File: config.mk
export PLATFORM = sky130hd
export DESIGN_NAME = delta_zigzag_varint_encoder
export DESIGN_NICKNAME = d
export VERILOG_FILES = /design/src/rtl/dzv_pkg.sv /design/src/rtl/delta_zigzag_varint_encoder.sv /design/src/rtl/dzv_front.sv /design/src/rtl/dzv_fifo.sv /design/src/rtl/dzv_back.sv
export SDC_FILE = /design/constraint.sdc
export NUM_CORES = 1
export LEC_CHECK = 0
export BUFFER_PORTS_ARGS = -buffer_cell sky130_fd_sc_hd__buf_2
export CORE_ASPECT_RATIO = 2
export CORE_MARGIN = 3
export CORE_UTILIZATION = 58
export CTS_CLUSTER_DIAMETER = 40
export DETAILED_ROUTE_END_ITERATION = 12
export GPL_ROUTABILITY_DRIVEN = 0
export PLACE_DENSITY_LB_ADDON = 0.12
export SYNTH_ARGS = -nofsm -noshare
export SYNTH_HDL_FRONTEND = slang
export SYNTH_SLANG_ARGS = --single-unit
File: constraint.sdc
create_clock -name clk_i -period 8.5 [get_ports clk_i]
set_input_delay 0.85 -clock clk_i [delete_from_list [all_inputs] [get_ports clk_i]]
set_output_delay 0.85 -clock clk_i [all_outputs]
set_load 0.02 [all_outputs]
File: src/rtl/dzv_pkg.sv
// ----------------------------------------------------------------------------
// dzv_pkg
// Shared types and constants for the delta / zigzag varint encoder.
// ----------------------------------------------------------------------------
package dzv_pkg;

  localparam int unsigned DataW    = 64;
  localparam int unsigned ByteW    = 8;
  localparam int unsigned VarBitsW = 7;
  localparam int unsigned RawBytes = 8;
  localparam int unsigned MaxBytes = 10;
  localparam int unsigned CntW     = 4;
  localparam int unsigned SignBit  = 63;
  localparam logic [ByteW-1:0] ContBit = 8'h80;

  // How the back end serializes one queued word
  typedef enum logic {
    KIND_RAW,
    KIND_VARINT
  } kind_e;

  // One classified item between front and back end
  typedef struct packed {
    kind_e             kind;
    logic [DataW-1:0]  value;  // raw sample, or first difference
    logic [DataW-1:0]  base;   // subtracted from value for varint words
  } entry_t;

  // Queue status seen by both ends
  typedef struct packed {
    logic full;
    logic empty;
  } fifo_stat_t;

endpackage

File: src/rtl/delta_zigzag_varint_encoder.sv
// ----------------------------------------------------------------------------
// delta_zigzag_varint_encoder
// Encodes 64-bit samples as raw headers followed by zigzag varint deltas or
// delta-of-deltas, one output byte per accepted pop.
// ----------------------------------------------------------------------------
// Channel   Direction  Handshake         Payload
// input     in         push / full       sample_i, sequence_start_i
// result    out        pop / empty       out_byte_o, run_last_o
// config    in         cfg_we_i          cfg_wdata_i (order_mode)
//
// Each sample yields 8 bytes (raw) or 1 to 10 bytes (varint); the byte
// serializer emits one byte per cycle while pop is held high.
// The front end writes each sample into a QUEUE_DEPTH-entry queue, so it keeps
// accepting while the serializer drains or the output stalls, until the queue is full.
// Reset clears sequence state, the mode register and the queue.
// ----------------------------------------------------------------------------
module delta_zigzag_varint_encoder #(
  parameter int unsigned QUEUE_DEPTH = 2
) (
  input  logic                clk_i,
  input  logic                rst_ni,
  input  logic                cfg_we_i,
  input  logic                cfg_wdata_i,
  input  logic                push,
  output logic                full,
  input  logic signed [63:0]  sample_i,
  input  logic                sequence_start_i,
  output logic                empty,
  input  logic                pop,
  output logic [7:0]          out_byte_o,
  output logic                run_last_o
);
  import dzv_pkg::*;

  entry_t     fe_entry;
  entry_t     q_entry;
  fifo_stat_t q_stat;
  logic       accept;
  logic       q_rd;

  assign full   = q_stat.full;
  assign accept = push && !q_stat.full;

  // Front end: classify and track sequence state
  dzv_front u_front (
    .clk_i            (clk_i),
    .rst_ni           (rst_ni),
    .cfg_we_i         (cfg_we_i),
    .cfg_wdata_i      (cfg_wdata_i),
    .accept_i         (accept),
    .sample_i         (sample_i),
    .sequence_start_i (sequence_start_i),
    .entry_o          (fe_entry)
  );

  // Decoupling queue
  dzv_fifo #(
    .DEPTH (QUEUE_DEPTH)
  ) u_fifo (
    .clk_i   (clk_i),
    .rst_ni  (rst_ni),
    .wr_i    (accept),
    .wdata_i (fe_entry),
    .rd_i    (q_rd),
    .rdata_o (q_entry),
    .stat_o  (q_stat)
  );

  // Back end: byte serializer
  dzv_back u_back (
    .clk_i        (clk_i),
    .rst_ni       (rst_ni),
    .entry_i      (q_entry),
    .have_entry_i (!q_stat.empty),
    .rd_o         (q_rd),
    .pop          (pop),
    .empty        (empty),
    .out_byte_o   (out_byte_o),
    .run_last_o   (run_last_o)
  );

endmodule

File: src/rtl/dzv_front.sv
// ----------------------------------------------------------------------------
// dzv_front
// Accepts samples, tracks sequence state and classifies each word as raw or
// varint, producing the queue entry.
// ----------------------------------------------------------------------------
module dzv_front (
  input  logic                clk_i,
  input  logic                rst_ni,
  input  logic                cfg_we_i,
  input  logic                cfg_wdata_i,
  input  logic                accept_i,
  input  logic signed [63:0]  sample_i,
  input  logic                sequence_start_i,
  output dzv_pkg::entry_t     entry_o
);
  import dzv_pkg::*;

  logic             order_mode_q, order_mode_d;
  logic [DataW-1:0] prev_sample_q, prev_sample_d;
  logic [DataW-1:0] prev_delta_q, prev_delta_d;
  logic [1:0]       items_seen_q, items_seen_d;

  logic             first;
  logic             use_raw;
  logic [DataW-1:0] sample_u;
  logic [DataW-1:0] delta;

  // Classification and first difference
  always_comb begin
    sample_u = $unsigned(sample_i);
    first    = sequence_start_i || (items_seen_q == 2'd0);
    delta    = sample_u - prev_sample_q;
    use_raw  = first || (order_mode_q && (items_seen_q == 2'd1));

    entry_o.kind  = use_raw ? KIND_RAW : KIND_VARINT;
    entry_o.value = use_raw ? sample_u : delta;
    entry_o.base  = (!first && order_mode_q && (items_seen_q == 2'd2)) ?
                    prev_delta_q : '0;
  end

  // Sequence state update
  always_comb begin
    order_mode_d  = cfg_we_i ? cfg_wdata_i : order_mode_q;
    prev_sample_d = prev_sample_q;
    prev_delta_d  = prev_delta_q;
    items_seen_d  = items_seen_q;
    if (accept_i) begin
      prev_sample_d = sample_u;
      prev_delta_d  = first ? '0 : delta;
      if (first) begin
        items_seen_d = 2'd1;
      end else if (items_seen_q != 2'd2) begin
        items_seen_d = items_seen_q + 2'd1;
      end
    end
  end

  always_ff @(posedge clk_i or negedge rst_ni) begin
    if (!rst_ni) begin
      order_mode_q  <= 1'b0;
      prev_sample_q <= '0;
      prev_delta_q  <= '0;
      items_seen_q  <= 2'd0;
    end else begin
      order_mode_q  <= order_mode_d;
      prev_sample_q <= prev_sample_d;
      prev_delta_q  <= prev_delta_d;
      items_seen_q  <= items_seen_d;
    end
  end

`ifndef SYNTH
  // A sequence start always leaves exactly one sample seen
  a_start_sets_one: assert property (@(posedge clk_i) disable iff (!rst_ni)
    (accept_i && sequence_start_i) |=> (items_seen_q == 2'd1))
    else $error("items_seen not one after sequence start");
`endif

endmodule

File: src/rtl/dzv_fifo.sv
// ----------------------------------------------------------------------------
// dzv_fifo
// Short register queue of classified entries between front and back end.
// ----------------------------------------------------------------------------
module dzv_fifo #(
  parameter int unsigned DEPTH = 2
) (
  input  logic                 clk_i,
  input  logic                 rst_ni,
  input  logic                 wr_i,
  input  dzv_pkg::entry_t      wdata_i,
  input  logic                 rd_i,
  output dzv_pkg::entry_t      rdata_o,
  output dzv_pkg::fifo_stat_t  stat_o
);
  import dzv_pkg::*;

  localparam int unsigned PtrW = (DEPTH > 1) ? $clog2(DEPTH) : 1;
  localparam int unsigned CntQW = $clog2(DEPTH + 1);
  localparam logic [PtrW-1:0]  LastPtr = PtrW'(DEPTH - 1);
  localparam logic [CntQW-1:0] FullCnt = CntQW'(DEPTH);

  entry_t           mem_q [DEPTH];
  logic [PtrW-1:0]  wr_ptr_q, wr_ptr_d;
  logic [PtrW-1:0]  rd_ptr_q, rd_ptr_d;
  logic [CntQW-1:0] count_q, count_d;

  assign stat_o.full  = (count_q == FullCnt);
  assign stat_o.empty = (count_q == '0);
  assign rdata_o      = mem_q[rd_ptr_q];

  // Pointer and fill count
  always_comb begin
    wr_ptr_d = wr_ptr_q;
    rd_ptr_d = rd_ptr_q;
    count_d  = count_q;
    if (wr_i) begin
      wr_ptr_d = (wr_ptr_q == LastPtr) ? '0 : wr_ptr_q + 1'b1;
    end
    if (rd_i) begin
      rd_ptr_d = (rd_ptr_q == LastPtr) ? '0 : rd_ptr_q + 1'b1;
    end
    if (wr_i && !rd_i) begin
      count_d = count_q + 1'b1;
    end else if (rd_i && !wr_i) begin
      count_d = count_q - 1'b1;
    end
  end

  always_ff @(posedge clk_i or negedge rst_ni) begin
    if (!rst_ni) begin
      wr_ptr_q <= '0;
      rd_ptr_q <= '0;
      count_q  <= '0;
    end else begin
      wr_ptr_q <= wr_ptr_d;
      rd_ptr_q <= rd_ptr_d;
      count_q  <= count_d;
    end
  end

  // Entry storage, no reset
  always_ff @(posedge clk_i) begin
    if (wr_i) begin
      mem_q[wr_ptr_q] <= wdata_i;
    end
  end

`ifndef SYNTH
  // Back end never reads an empty queue
  a_no_underflow: assert property (@(posedge clk_i) disable iff (!rst_ni)
    rd_i |-> (count_q != '0))
    else $error("queue read while empty");
`endif

endmodule

File: src/rtl/dzv_back.sv
// ----------------------------------------------------------------------------
// dzv_back
// Serializes queued entries into bytes: eight raw bytes, or a zigzag varint
// of one to ten bytes, one byte per accepted pop.
// ----------------------------------------------------------------------------
module dzv_back (
  input  logic             clk_i,
  input  logic             rst_ni,
  input  dzv_pkg::entry_t  entry_i,
  input  logic             have_entry_i,
  output logic             rd_o,
  input  logic             pop,
  output logic             empty,
  output logic [7:0]       out_byte_o,
  output logic             run_last_o
);
  import dzv_pkg::*;

  logic             busy_q, busy_d;
  kind_e            kind_q, kind_d;
  logic [DataW-1:0] sh_q, sh_d;
  logic [CntW-1:0]  cnt_q, cnt_d;

  logic             byte_last;
  logic [DataW-1:0] diff;
  logic [DataW-1:0] zz;

  // Current byte from the shift register
  always_comb begin
    if (kind_q == KIND_RAW) begin
      byte_last  = (cnt_q == CntW'(RawBytes - 1));
      out_byte_o = sh_q[ByteW-1:0];
    end else begin
      byte_last  = (sh_q[DataW-1:VarBitsW] == '0);
      out_byte_o = {1'b0, sh_q[VarBitsW-1:0]} | (byte_last ? '0 : ContBit);
    end
  end

  assign run_last_o = byte_last;
  assign empty      = !busy_q;

  // Take the next entry when idle or when the last byte leaves
  assign rd_o = have_entry_i && (!busy_q || (pop && byte_last));

  // Value minus base (delta of deltas, or the plain delta when base is zero) and zigzag map
  always_comb begin
    diff = entry_i.value - entry_i.base;
    zz   = {diff[DataW-2:0], 1'b0} ^ {DataW{diff[SignBit]}};
  end

  always_comb begin
    busy_d = busy_q;
    kind_d = kind_q;
    sh_d   = sh_q;
    cnt_d  = cnt_q;
    if (rd_o) begin
      busy_d = 1'b1;
      kind_d = entry_i.kind;
      sh_d   = (entry_i.kind == KIND_RAW) ? entry_i.value : zz;
      cnt_d  = '0;
    end else if (pop && busy_q) begin
      if (byte_last) begin
        busy_d = 1'b0;
      end else begin
        sh_d  = (kind_q == KIND_RAW) ? (sh_q >> ByteW) : (sh_q >> VarBitsW);
        cnt_d = cnt_q + 1'b1;
      end
    end
  end

  always_ff @(posedge clk_i or negedge rst_ni) begin
    if (!rst_ni) begin
      busy_q <= 1'b0;
      kind_q <= KIND_RAW;
      cnt_q  <= '0;
    end else begin
      busy_q <= busy_d;
      kind_q <= kind_d;
      cnt_q  <= cnt_d;
    end
  end

  always_ff @(posedge clk_i) begin
    sh_q <= sh_d;
  end

`ifndef SYNTH
  // No word ever runs past ten bytes
  a_max_bytes: assert property (@(posedge clk_i) disable iff (!rst_ni)
    busy_q |-> (cnt_q < CntW'(MaxBytes)))
    else $error("byte count past limit");

  // Popping a non-final byte keeps the word in progress
  a_mid_word: assert property (@(posedge clk_i) disable iff (!rst_ni)
    (busy_q && pop && !byte_last) |=> (busy_q && (cnt_q == $past(cnt_q) + 1'b1)))
    else $error("word dropped before last byte");
`endif

endmodule
# Word level (Yosys, flattened, before mapping)
# Memories as Yosys holds them, arrays and structs flattened.
# Cells that the tools add are included.
word_totals:
  regBits: 205
  mem_bits_rw: 258
  in_bits: 71
  out_inout_bits: 11
  elab_cells: 82
  mem_count: 1
memory_table:
  columns: ["memory", "depth", "word_bits", "read_ports", "rd_clocked_by_memory_dff", "wr", "line", "source"]
  rows:
  - ["u_fifo.mem_q", 2, 129, 1, 0, 1, "dzv_fifo.sv:23", "entry_t mem_q [DEPTH];"]
op_classes:
  addsub: 8
  eq_ne: 6
  n_mux: 26
  bitwise: 2
  n_reduce_logical: 28
op_table:
  columns: ["op", "n"]
  rows:
  - ["$mux W64", 7]
  - ["$sub A64 B64 Y64", 2]
  - ["$xor A64 B64 Y64", 1]
  - ["$logic_not A57 Y1", 1]
  - ["$mux W57", 1]
  - ["$mux W8", 2]
  - ["$mux W4", 3]
  - ["$logic_and A1 B1 Y1", 9]
  - ["$mux W1", 9]
  - ["$mux W2", 4]
  - ["$or A7 B8 Y8", 1]
  - ["$reduce_bool A2 Y1", 4]
  - ["$logic_not A1 Y1", 6]
  - ["$reduce_and A2 Y1", 3]
  - ["$add A2 B1 Y2 const B", 2]
  - ["$add A4 B1 Y4 const B", 1]
  - ["$eq A2 B2 Y1 const B", 2]
  - ["$eq A4 B3 Y1 const B", 1]
  - ["$logic_not A2 Y1", 2]
  - ["$ne A2 B2 Y1 const B", 2]
  - ["$logic_or A1 B1 Y1", 3]
  - ["$add A1 B1 Y1 const B", 2]
  - ["$eq A2 B1 Y1 const B", 1]
  - ["$sub A2 B1 Y2 const B", 1]

# Depth between registers and ports, before layout
depth:
  word_depth: 8
  depth_mapped: 21
  mapped_depth_nobuf: 15

# Hierarchy
# A second synthesis with hierarchy kept.
hier_totals:
  cells_unflattened: 2836
  area_unflattened_um2: 28656.2
by_module_without_submodules:
  columns: ["module", "n_inst", "cells_each", "area_each_um2", "seq_area_each_um2"]
  rows:
  - ["dzv_front", 1, 1300, 10256.1, 3278.1]
  - ["dzv_fifo", 1, 417, 9521.6, 7847.5]
  - ["dzv_back", 1, 1117, 8861.0, 2072.0]
  - ["delta_zigzag_varint_encoder", 1, 2, 17.5, 0.0]

# Worst setup path before layout
# OpenSTA, ideal clock, no wires.
synth_path:
  kind: "input-to-reg"
  start: "input port push"
  end: "memory u_fifo.mem_q[0][0] (netlist bit), enable pin"
  setup_ns: 0.619
  arrival_time_ns: 6.575
  required_time_ns: 7.881
  setup_slack_ns: 1.305
  stages: 3
  n_path_buf: 1
  cell_sequence: "nand2_1 > clkbuf_1 > nor2_1"
synth_via:
  elab_chain_cells: 3
synth_lines:
  columns: ["element", "line", "source"]
  rows:
  - ["from (decl)", "delta_zigzag_varint_encoder.sv:24", "input logic push,"]
  - ["$logic_and A1 B1 Y1", "delta_zigzag_varint_encoder.sv:42", "assign accept = push && !q_stat.full;"]
  - ["$mux W1", "dzv_fifo.sv:64", "if (wr_i) begin"]
  - ["$mux W1 (implied by the code)", "dzv_fifo.sv:65", "mem_q[wr_ptr_q] <= wdata_i;"]
  - ["to (decl)", "dzv_fifo.sv:23", null]
# No other way between the ends.

# Worst setup path in the final report
layout_path:
  start: "register u_fifo.rd_ptr_q"
  end: "register u_back.sh_q[53], data pin"
layout_via:
  elab_chain_cells: 5
layout_lines:
  columns: ["element", "line", "source"]
  rows:
  - ["from (decl)", "dzv_fifo.sv:25", "logic [PtrW-1:0] rd_ptr_q, rd_ptr_d;"]
  - ["from (signal assigned)", "dzv_fifo.sv:57", "rd_ptr_q <= rd_ptr_d;"]
  - ["$mem_v2 Z2 W129 (*)", null, null]
  - ["$sub A64 B64 Y64", "dzv_back.sv:47", "diff = entry_i.value - entry_i.base;"]
  - ["$xor A64 B64 Y64", "dzv_back.sv:48", "zz = {diff[DataW-2:0], 1'b0} ^ {DataW{diff[SignBit]}};"]
  - ["$mux W64 (*)", "dzv_back.sv:59", "sh_d = (entry_i.kind == KIND_RAW) ? entry_i.value : zz;"]
  - ["$mux W64 (*)", "dzv_back.sv:56", "if (rd_o) begin"]
  - ["net u_back.sh_d[53]", "dzv_back.sv:21", "logic [DataW-1:0] sh_q, sh_d;"]
  - ["to (signal assigned)", "dzv_back.sv:84", "sh_q <= sh_d;"]
  - ["to (decl)", "dzv_back.sv:21", null]
# The timed path passes the listed nets; every way through them passes the cells marked *.
# A chain may end at the register's enable or synchronous reset.

==> impl_metrics.sql <==
INSERT INTO impl_metrics (metric_group, metric, value, unit) VALUES
('power', 'power.total', '13.9', 'mW'),
('synth', 'synth.area.top_cells', 'sky130_fd_sc_hd__edfxtp_1, sky130_fd_sc_hd__dfrtp_1, sky130_fd_sc_hd__ha_1', ''),
('synth', 'synth-edff-count', '322', ''),
('cells_and_area', 'number_of_antenna_cells_inserted', '0', ''),
('global_route', 'grt_pass1_wl', '105000', 'µm'),
('synth', 'post_synth_simple_gate_area', '12.5', '%'),
('cts', 'cts.repair_timing.setup_buffer_count', '0', ''),
('cts', 'tritoncts', 'built', ''),
('placed_design', 'detailed_place_hpwl', '49200', 'µm'),
('synth', 'post-synth-top-area-cell', 'sky130_fd_sc_hd__edfxtp_1', ''),
('synth', 'ys_async_sr_fraction', '30.5', '%'),
('cts', 'post_cts_clock_slew_at_the_launch_and_capture_registers_of_the_worst_setup_and_hold_paths', '0.07', 'ns'),
('synth', 'post-synth-top-area-fraction', '35.0', '%'),
('timing', 'tightest_slew', '0.946', 'ns'),
('global_route', 'via_count_of_the_first_global_routing_pass', '20000', ''),
('synth', 'synth_top_family_by_area', 'compound AO/OA/AOI/OAI gates', ''),
('global_route', 'grt_start_max_net_pins', '100', ''),
('flow_run', 'timing.max_cap.violations', '0', ''),
('floorplanning', 'die-area', '50500', 'µm²'),
('route', 'final_antenna_net_count', '0', ''),
('cells_and_area', 'area_growth', '8.05', '%'),
('floorplanning', 'io-pin-count', '82', ''),
('timing', 'achievable-frequency', '177', 'MHz'),
('min_path', 'hold_class', 'primary input to async pin', ''),
('synth', 'post_synth.cell_area_avg', '10.1', 'µm²'),
('route', 'wl_per_cell', '19.4', 'µm'),
('placed_design', 'dp_worst_setup_slack', '2.87', 'ns'),
('synth', 'synthesis.area', '27600', 'µm²'),
('synth', 'synth.distinct_cells', '82', ''),
('placed_design', 'io_buffers', '81', ''),
('global_route', 'globalRouteOverflowTotal', '0', ''),
('placed_design', 'placed_cells', '3314', ''),
('cts', 'h-tree-depth', '2', ''),
('route', 'wl_met1', '28200', 'µm'),
('synth', 'dominantRegCellSynth', 'sky130_fd_sc_hd__edfxtp_1', ''),
('timing', 'finalHoldViolCount', '0', ''),
('status', 'status', 'completed', ''),
('worst_setup_path', 'critPathRequiredTime', '8.79', 'ns'),
('cells_and_area', 'final_nets', '2939', ''),
('route', 'drt-vias-per-instance', '5.97', ''),
('cts', 'number_of_cells_upsized_or_downsized_after_cts', '0', ''),
('power', 'peakVddDrop', '0.338', 'mV'),
('floorplanning', 'placement_rows', '112', ''),
('floorplanning', 'fp.dieH', '315', 'µm'),
('worst_setup_path', 'critical_path.max_fanout', '82', ''),
('timing', 'finalSetupViolCount', '0', ''),
('route', 'drt-total-wl', '65800', 'µm'),
('synth', 'synthXorXnorAreaFrac', '5.87', '%'),
('synth', 'compound_gate_fraction_of_synth_area', '16.7', '%'),
('cells_and_area', 'final_cell_count_no_fill', '3395', ''),
('route', 'drt_iter0_drc', '1419', ''),
('cts', 'cts.path.max_buffers', '3', ''),
('worst_setup_path', 'critPathCaptureType', 'register', ''),
('worst_setup_path', 'critPathLaunchType', 'register', ''),
('route', 'drt_pass1_iterations', '5', ''),
('synth', 'ys_seq_area_share', '47.8', '%'),
('route', 'via_count', '20300', ''),
('timing', 'slew-limit-headroom', '36.8', '%'),
('cts', 'tritoncts.num_buffers', '44', ''),
('cts', 'clkLatencyLatePin', '0.57', 'ns'),
('floorplanning', 'core', '46900', 'µm²'),
('timing', 'finalCritPeriodShare', '66.3', '%'),
('timing', 'finalClockSkew', '0.0143', 'ns'),
('timing', 'report.final.slew_viol_count', '0', ''),
('cts', 'cts_root_buffer', 'sky130_fd_sc_hd__clkbuf_16', ''),
('worst_setup_path', 'worst-setup-path-type', 'register to register', ''),
('timing', 'fin_tns_setup', '0', 'ns'),
('floorplanning', 'initial_util', '58.9', '%'),
('synth', 'synthesis.yosys.warnings', '0', ''),
('synth', 'synth-adder-area-share', '6.12', '%'),
('synth', 'netlist_instances', '2742', '');
-- metrics by stage --
| step | hold slack [ns] | util, % | area (µm²) |
|---|---|---|---|
| 6_report | 0.336 | 63.6 | 29900 |
| 5_1_grt | 0.379 | 63.6 | 29900 |
| 4_1_cts | 0.351 | 63.6 | 29900 |
| 3_5_place_dp | 0.448 | 60.4 | 28400 |
| 3_3_place_gp | 0.453 | 60.4 | 28400 |
| 2_1_floorplan | 0.430 | - | 27600 |
-- cell usage after synthesis, types with 23 or more instances --
| library cell | number |
|---|---|
| sky130_fd_sc_hd__nor2_1 | 102 |
| sky130_fd_sc_hd__o21ai_0 | 293 |
| sky130_fd_sc_hd__xor2_1 | 47 |
| sky130_fd_sc_hd__nor3_1 | 25 |
| sky130_fd_sc_hd__ha_1 | 132 |
| sky130_fd_sc_hd__inv_1 | 106 |
| sky130_fd_sc_hd__a21o_1 | 71 |
| sky130_fd_sc_hd__edfxtp_1 | 322 |
| sky130_fd_sc_hd__clkbuf_1 | 112 |
| sky130_fd_sc_hd__dfrtp_1 | 141 |
| sky130_fd_sc_hd__nand3_1 | 31 |
| sky130_fd_sc_hd__mux2_2 | 69 |
| sky130_fd_sc_hd__a21oi_1 | 189 |
| sky130_fd_sc_hd__o21bai_1 | 23 |
| sky130_fd_sc_hd__and2_1 | 71 |
| sky130_fd_sc_hd__mux2i_1 | 118 |
| sky130_fd_sc_hd__nand2_1 | 393 |
| sky130_fd_sc_hd__a31oi_1 | 32 |
| sky130_fd_sc_hd__xnor2_1 | 128 |
| sky130_fd_sc_hd__nand4_1 | 42 |
-- placed cells by master, fill, tap and decap left out, types with 23 or more instances in the layout --
cell and instances:
sky130_fd_sc_hd__nor3_1 25, sky130_fd_sc_hd__inv_1 104, sky130_fd_sc_hd__xor2_1 47, sky130_fd_sc_hd__a21o_1 71, sky130_fd_sc_hd__nand4_1 42, sky130_fd_sc_hd__nand3_1 31, sky130_fd_sc_hd__nor2_1 100, sky130_fd_sc_hd__clkbuf_16 46
sky130_fd_sc_hd__a21oi_1 188, sky130_fd_sc_hd__o21ai_0 293, sky130_fd_sc_hd__mux2i_1 117, sky130_fd_sc_hd__xnor2_1 128, sky130_fd_sc_hd__mux2_2 69, sky130_fd_sc_hd__edfxtp_1 322, sky130_fd_sc_hd__nand2_1 391, sky130_fd_sc_hd__and2_1 71
sky130_fd_sc_hd__buf_2 81, sky130_fd_sc_hd__a31oi_1 32, sky130_fd_sc_hd__o21bai_1 23, sky130_fd_sc_hd__dfrtp_1 139, sky130_fd_sc_hd__ha_1 132
-- layout make-up --
class / instances / area [µm²]
fill: 3780 / 17100
multi-input combinational: 2019 / 13400
sequential: 463 / 13200
clock buffer: 56 / 1200
tap: 627 / 785
timing repair buffer: 100 / 564
inverter: 106 / 399
clock inverter: 24 / 304
-- flip-flops by register name, indices dropped and copies added (netlist names), 2 cells and up --
signal / cells
u_back.sh_q: 64
u_fifo.count_q: 2
u_back.cnt_q: 4
u_front.prev_delta_q: 64
u_front.prev_sample_q: 64
u_fifo.mem_q: 258
u_front.items_seen_q: 2
-- worst max-delay path, stage by stage (launching register included) --
cell,delay (ns)
sky130_fd_sc_hd__dfrtp_4,0.94
sky130_fd_sc_hd__buf_12,0.48
sky130_fd_sc_hd__mux2_2,0.41
sky130_fd_sc_hd__ha_1,0.40
sky130_fd_sc_hd__nand2_1,0.15
sky130_fd_sc_hd__o21ai_0,0.45
sky130_fd_sc_hd__a21oi_1,0.20
sky130_fd_sc_hd__o2111ai_1,0.26
sky130_fd_sc_hd__nor3_2,0.08
sky130_fd_sc_hd__o21ai_0,0.23
sky130_fd_sc_hd__nor3b_4,0.22
sky130_fd_sc_hd__buf_4,0.74
sky130_fd_sc_hd__xnor3_1,0.45
sky130_fd_sc_hd__mux2i_1,0.17
sky130_fd_sc_hd__o21ai_1,0.08
-- kinds of logic after synthesis --
| group | Yosys count |
|---|---|
| AOI/OAI and AO/OA | 766 |
| xor gates and xnor gates | 179 |
| adders and majority gates | 134 |
| buffers and inverters | 260 |
| DFF | 463 |
| muxes | 187 |
| and+or+nand+nor | 753 |
-- per-layer routing --
layer | GRT usage, % | vias to the layer above
met5 | 0 | -
met2 | 42.6 | 706
met1 | 34.7 | 9517
met3 | 2.55 | 166
met4 | 12.1 | 0
li1 | - | 9888
-- final timing paths --
| check | start | cells past startpoint | slack [ns] | to |
|---|---|---|---|---|
| worst max-delay path | u_fifo.rd_ptr_q | 14 | 2.87 | u_back.sh_q[53] |
| worst min-delay path | rst_ni | 1 | 0.34 | u_front.prev_delta_q[4] |
| worst max register to register | u_fifo.rd_ptr_q | 14 | 2.87 | u_back.sh_q[53] |
| worst min register to register | u_front.prev_delta_q[1] | 2 | 0.46 | u_front.prev_delta_q[1] |
| max in group asynchronous | rst_ni | 2 | 6.76 | u_back.cnt_q[2] |
| min in group clk_i | u_front.prev_delta_q[1] | 2 | 0.46 | u_front.prev_delta_q[1] |
-- report_power, final --
group	internal, mW	leakage, nW	switching (mW)
Clock	1.15	0.725	0.870
Combinational	3.27	6.39	4.85
Sequential	3.37	4.87	0.379
Total	7.78	12.0	6.10
No activity file was read; power rests on OpenSTA's default activity.
